### src/sv/pbm_ram.sv
// Generic single-port synchronous RAM with a registered read port.
// Read data holds its value while no read is issued. No dependencies.
module pbm_ram #(
  parameter int unsigned Width = 8,
  parameter int unsigned Depth = 256
) (
  input  logic                     clk_i,
  input  logic                     en_i,
  input  logic                     we_i,
  input  logic [$clog2(Depth)-1:0] addr_i,
  input  logic [Width-1:0]         wdata_i,
  output logic [Width-1:0]         rdata_o
);

  logic [Width-1:0] mem_q [Depth];
  logic [Width-1:0] rdata_q;

  always_ff @(posedge clk_i) begin
    if (en_i) begin
      if (we_i) begin
        mem_q[addr_i] <= wdata_i;
      end else begin
        rdata_q <= mem_q[addr_i];
      end
    end
  end

  assign rdata_o = rdata_q;

endmodule

### config.mk
export PLATFORM = sky130hd
export DESIGN_NAME = pbm_ram
export DESIGN_NICKNAME = d
export VERILOG_FILES = /design/src/sv/pbm_ram.sv
export SDC_FILE = /design/constraint.sdc
export NUM_CORES = 2
export LEC_CHECK = 0
export BUFFER_PORTS_ARGS = -buffer_cell sky130_fd_sc_hd__buf_2
export CAP_MARGIN = 5
export CELL_PAD_IN_SITES_DETAIL_PLACEMENT = 0
export CELL_PAD_IN_SITES_GLOBAL_PLACEMENT = 1
export CORE_ASPECT_RATIO = 0.9
export CORE_MARGIN = 1
export CORE_UTILIZATION = 23
export CTS_CLUSTER_DIAMETER = 30
export DETAILED_ROUTE_END_ITERATION = 10
export GPL_TIMING_DRIVEN = 0
export PLACE_DENSITY_LB_ADDON = 0.1
export SLEW_MARGIN = 20
export SYNTH_ARGS = -nofsm -noshare
export SYNTH_HDL_FRONTEND = slang
export SYNTH_SLANG_ARGS = --single-unit
### constraint.sdc
create_clock -name clk_i -period 8.1 [get_ports clk_i]
set_clock_uncertainty 0.05 [all_clocks]
set_input_delay 1.62 -clock clk_i [delete_from_list [all_inputs] [get_ports clk_i]]
set_output_delay 1.62 -clock clk_i [all_outputs]
set_load 0.02 [all_outputs]
==> metrics.cfg <==
[run_status]
status = finished, final reports clean

[floorplan]
die_h_um = 556
die_x_um = 617
ios = 27
initial_core_util = 0.232
die-area_um2 = 343000
rows = 202
core-area_um2 = 338000

[synthesis]
synth_area_um2 = 78400
synth_edf_count = 2056
synth_area_per_cell_um2 = 22.2
seq_area_frac_synth = 0.788
async_flop_share = 0
ys_top_cells_by_count = edfxtp_1, mux4_2, nor2_1, a22oi_1, clkbuf_1
yosysMostFrequentCell = edfxtp_1
yosysTopAreaCell = edfxtp_1
synth_cell_type_count = 21
synthFlopType = edfxtp_1
synth_seq_cells = 2056
ys_warn_count = 0
syn-num-nets = 3545
synth_top_cell_area_share = 0.788
synth.area.top_cells = edfxtp_1, mux4_2, a22oi_1
postSynthCellCount = 3526

[cts]
tritoncts = built
cts_made_buffers = 487
cts_setup_buffers = 0
clock_latency_ns = 0.94
h-tree-depth = 5
clk_pin_slew_ns = 0.04
cts.repair.resized = 0
cts-hold-fix-buffers = 0
clock-sinks = 2056
clockRootBuffer = clkbuf_16
cts_max_path_buffers = 4

[critical_path]
crit_arrival_ns = 6.28
r2r_cells = 5
crit_required_ns = 8.54
worst_setup_path_end_kind = register
crit_type = input port to register
crit_fanout = 10
startpoint_type = input port

[final_layout]
design_area_um2 = 102000
area_delta_synth_final_pct = 30.0
nets = 4099
layoutNonFillerInstCount = 8975
drive_gt1_frac = 0.322
fin_util = 0.302

[detailed_routing]
wire_per_inst_um = 31.8
first_iter_violations = 3715
vias_per_cell = 4.43
drt_wl_total_mm = 285
drc = 0
first_pass_iters = 5
postRouteAntennaNets = 0
vias = 39800

[flow_run]
cap_violations = 0

[timing]
finalSetupViolations = 0
fin_crit_sh = 0.720
tightest_slew_ns = 1.25
final.setup.worst_slack_ns = 2.27
finalMaxSlewViolations = 0
max-slew-margin-rel = 0.167
hold_viol = 0
fmax_mhz = 171
finalCriticalPeriod_ns = 5.83
rsz0062_at_grt = false

[place]
placed_cell_area_um2 = 85300
port_buffers = 24
dp_hpwl_mm = 190
dp_slack_ns = 1.45
dp.cells = 8079
gp_congestion = 0.784

[global_routing]
grt_pass1_wl_mm = 381
grt_overflow = 0
grt_max_degree = 105
antenna_found_initial = 31
first_global_vias = 41800
track_usage = 0.164

[power_and_ir_drop]
p_leak_nw = 31.7
vdd_drop_max_mv = 0.174
power_density_nw_per_um2 = 319

[hold_path]
hp-class = input port to register
hold-path-cell-count = 1

==> cells by family (layout without fill, tap and decap cells) <==
group,after synthesis,after routing,share of synthesized area
buffers and inverters,225,1181,0.0128
multiplexers,512,512,0.147
flip-flops,2056,2056,0.788
AND/OR/NAND/NOR,317,317,0.0161
other,0,5,0
AO/OA/AOI/OAI,416,416,0.0363
==> stage by stage <==
stage          TNS (ns)  total power, mW  hold slack, ns
2_1_floorplan         0             12.5           0.846
3_3_place_gp    -961.87             13.2            1.24
3_5_place_dp          0             13.2            1.27
4_1_cts               0             32.9           0.947
5_1_grt               0             33.4           0.966
6_report              0             32.5            1.01
==> registers in the layout, summed over array words and instances (netlist names) <==
signal	count
mem_q	2048
rdata_o	8
==> area by class of cell <==
cell class | count | area [um^2]
fillers | 32900 | 236000
well taps | 4488 | 5620
plain buffers | 225 | 1070
clock buffers | 559 | 12600
flip-flops and latches | 2056 | 61700
clock inverters | 332 | 3870
diodes | 5 | 12.5
multi-input cells | 1245 | 15700
repair buffers | 65 | 1200
==> power breakdown <==
| group | leakage, nW | switching (mW) | internal [mW] |
|---|---|---|---|
| Clock | 7.91 | 6.10 | 13.5 |
| Sequential | 18.5 | 0.00456 | 11.8 |
| Combinational | 5.29 | 0.821 | 0.354 |
==> worst max-delay path, cell delays in order <==
cell and delay, ns:
buf_2 0.21, nor2b_1 0.16, clkbuf_1 0.63, clkbuf_2 0.57, clkbuf_1 0.69, nand2_2 0.71, clkbuf_4 0.55, buf_12 0.26
nor2_1 0.80
==> cells in the final DEF (no fill, tap or decap), types with 15 or more instances in the layout <==
cell type   instances
a21oi_1           122
a22oi_1           256
buf_1              19
buf_12             15
buf_16             25
buf_2              59
bufinv_16          78
clkbuf_1          180
clkbuf_16         494
clkbuf_2           16
clkinv_1           91
clkinv_2           79
clkinv_4           15
clkinvlp_4         52
edfxtp_1         2056
mux4_2            512
nand2_2            16
nor2_1            245
o41ai_1            32
==> path summary, 6_finish.rpt <==
kind	from	to	slack [ns]
min reg2reg	mem_q[240][5]$_DFFE_PP_	rdata_o[5]$_DFFE_PP_	1.25
max	addr_i[2]	mem_q[119][7]$_DFFE_PP_	2.27
min	wdata_i[2]	mem_q[223][2]$_DFFE_PP_	1.01
max reg2reg	mem_q[175][1]$_DFFE_PP_	rdata_o[1]$_DFFE_PP_	5.09
==> routing by layer <==
metal | track usage | up-vias | part of all wire
li1 | - | 16400 | -
met1 | 0.241 | 21800 | 0.48
met2 | 0.246 | 1195 | 0.44
met3 | 0.0350 | 406 | 0.057
met4 | 0.0383 | 0 | 0.020
met5 | 0 | - | 0
No activity file was read; power rests on OpenSTA's default activity.
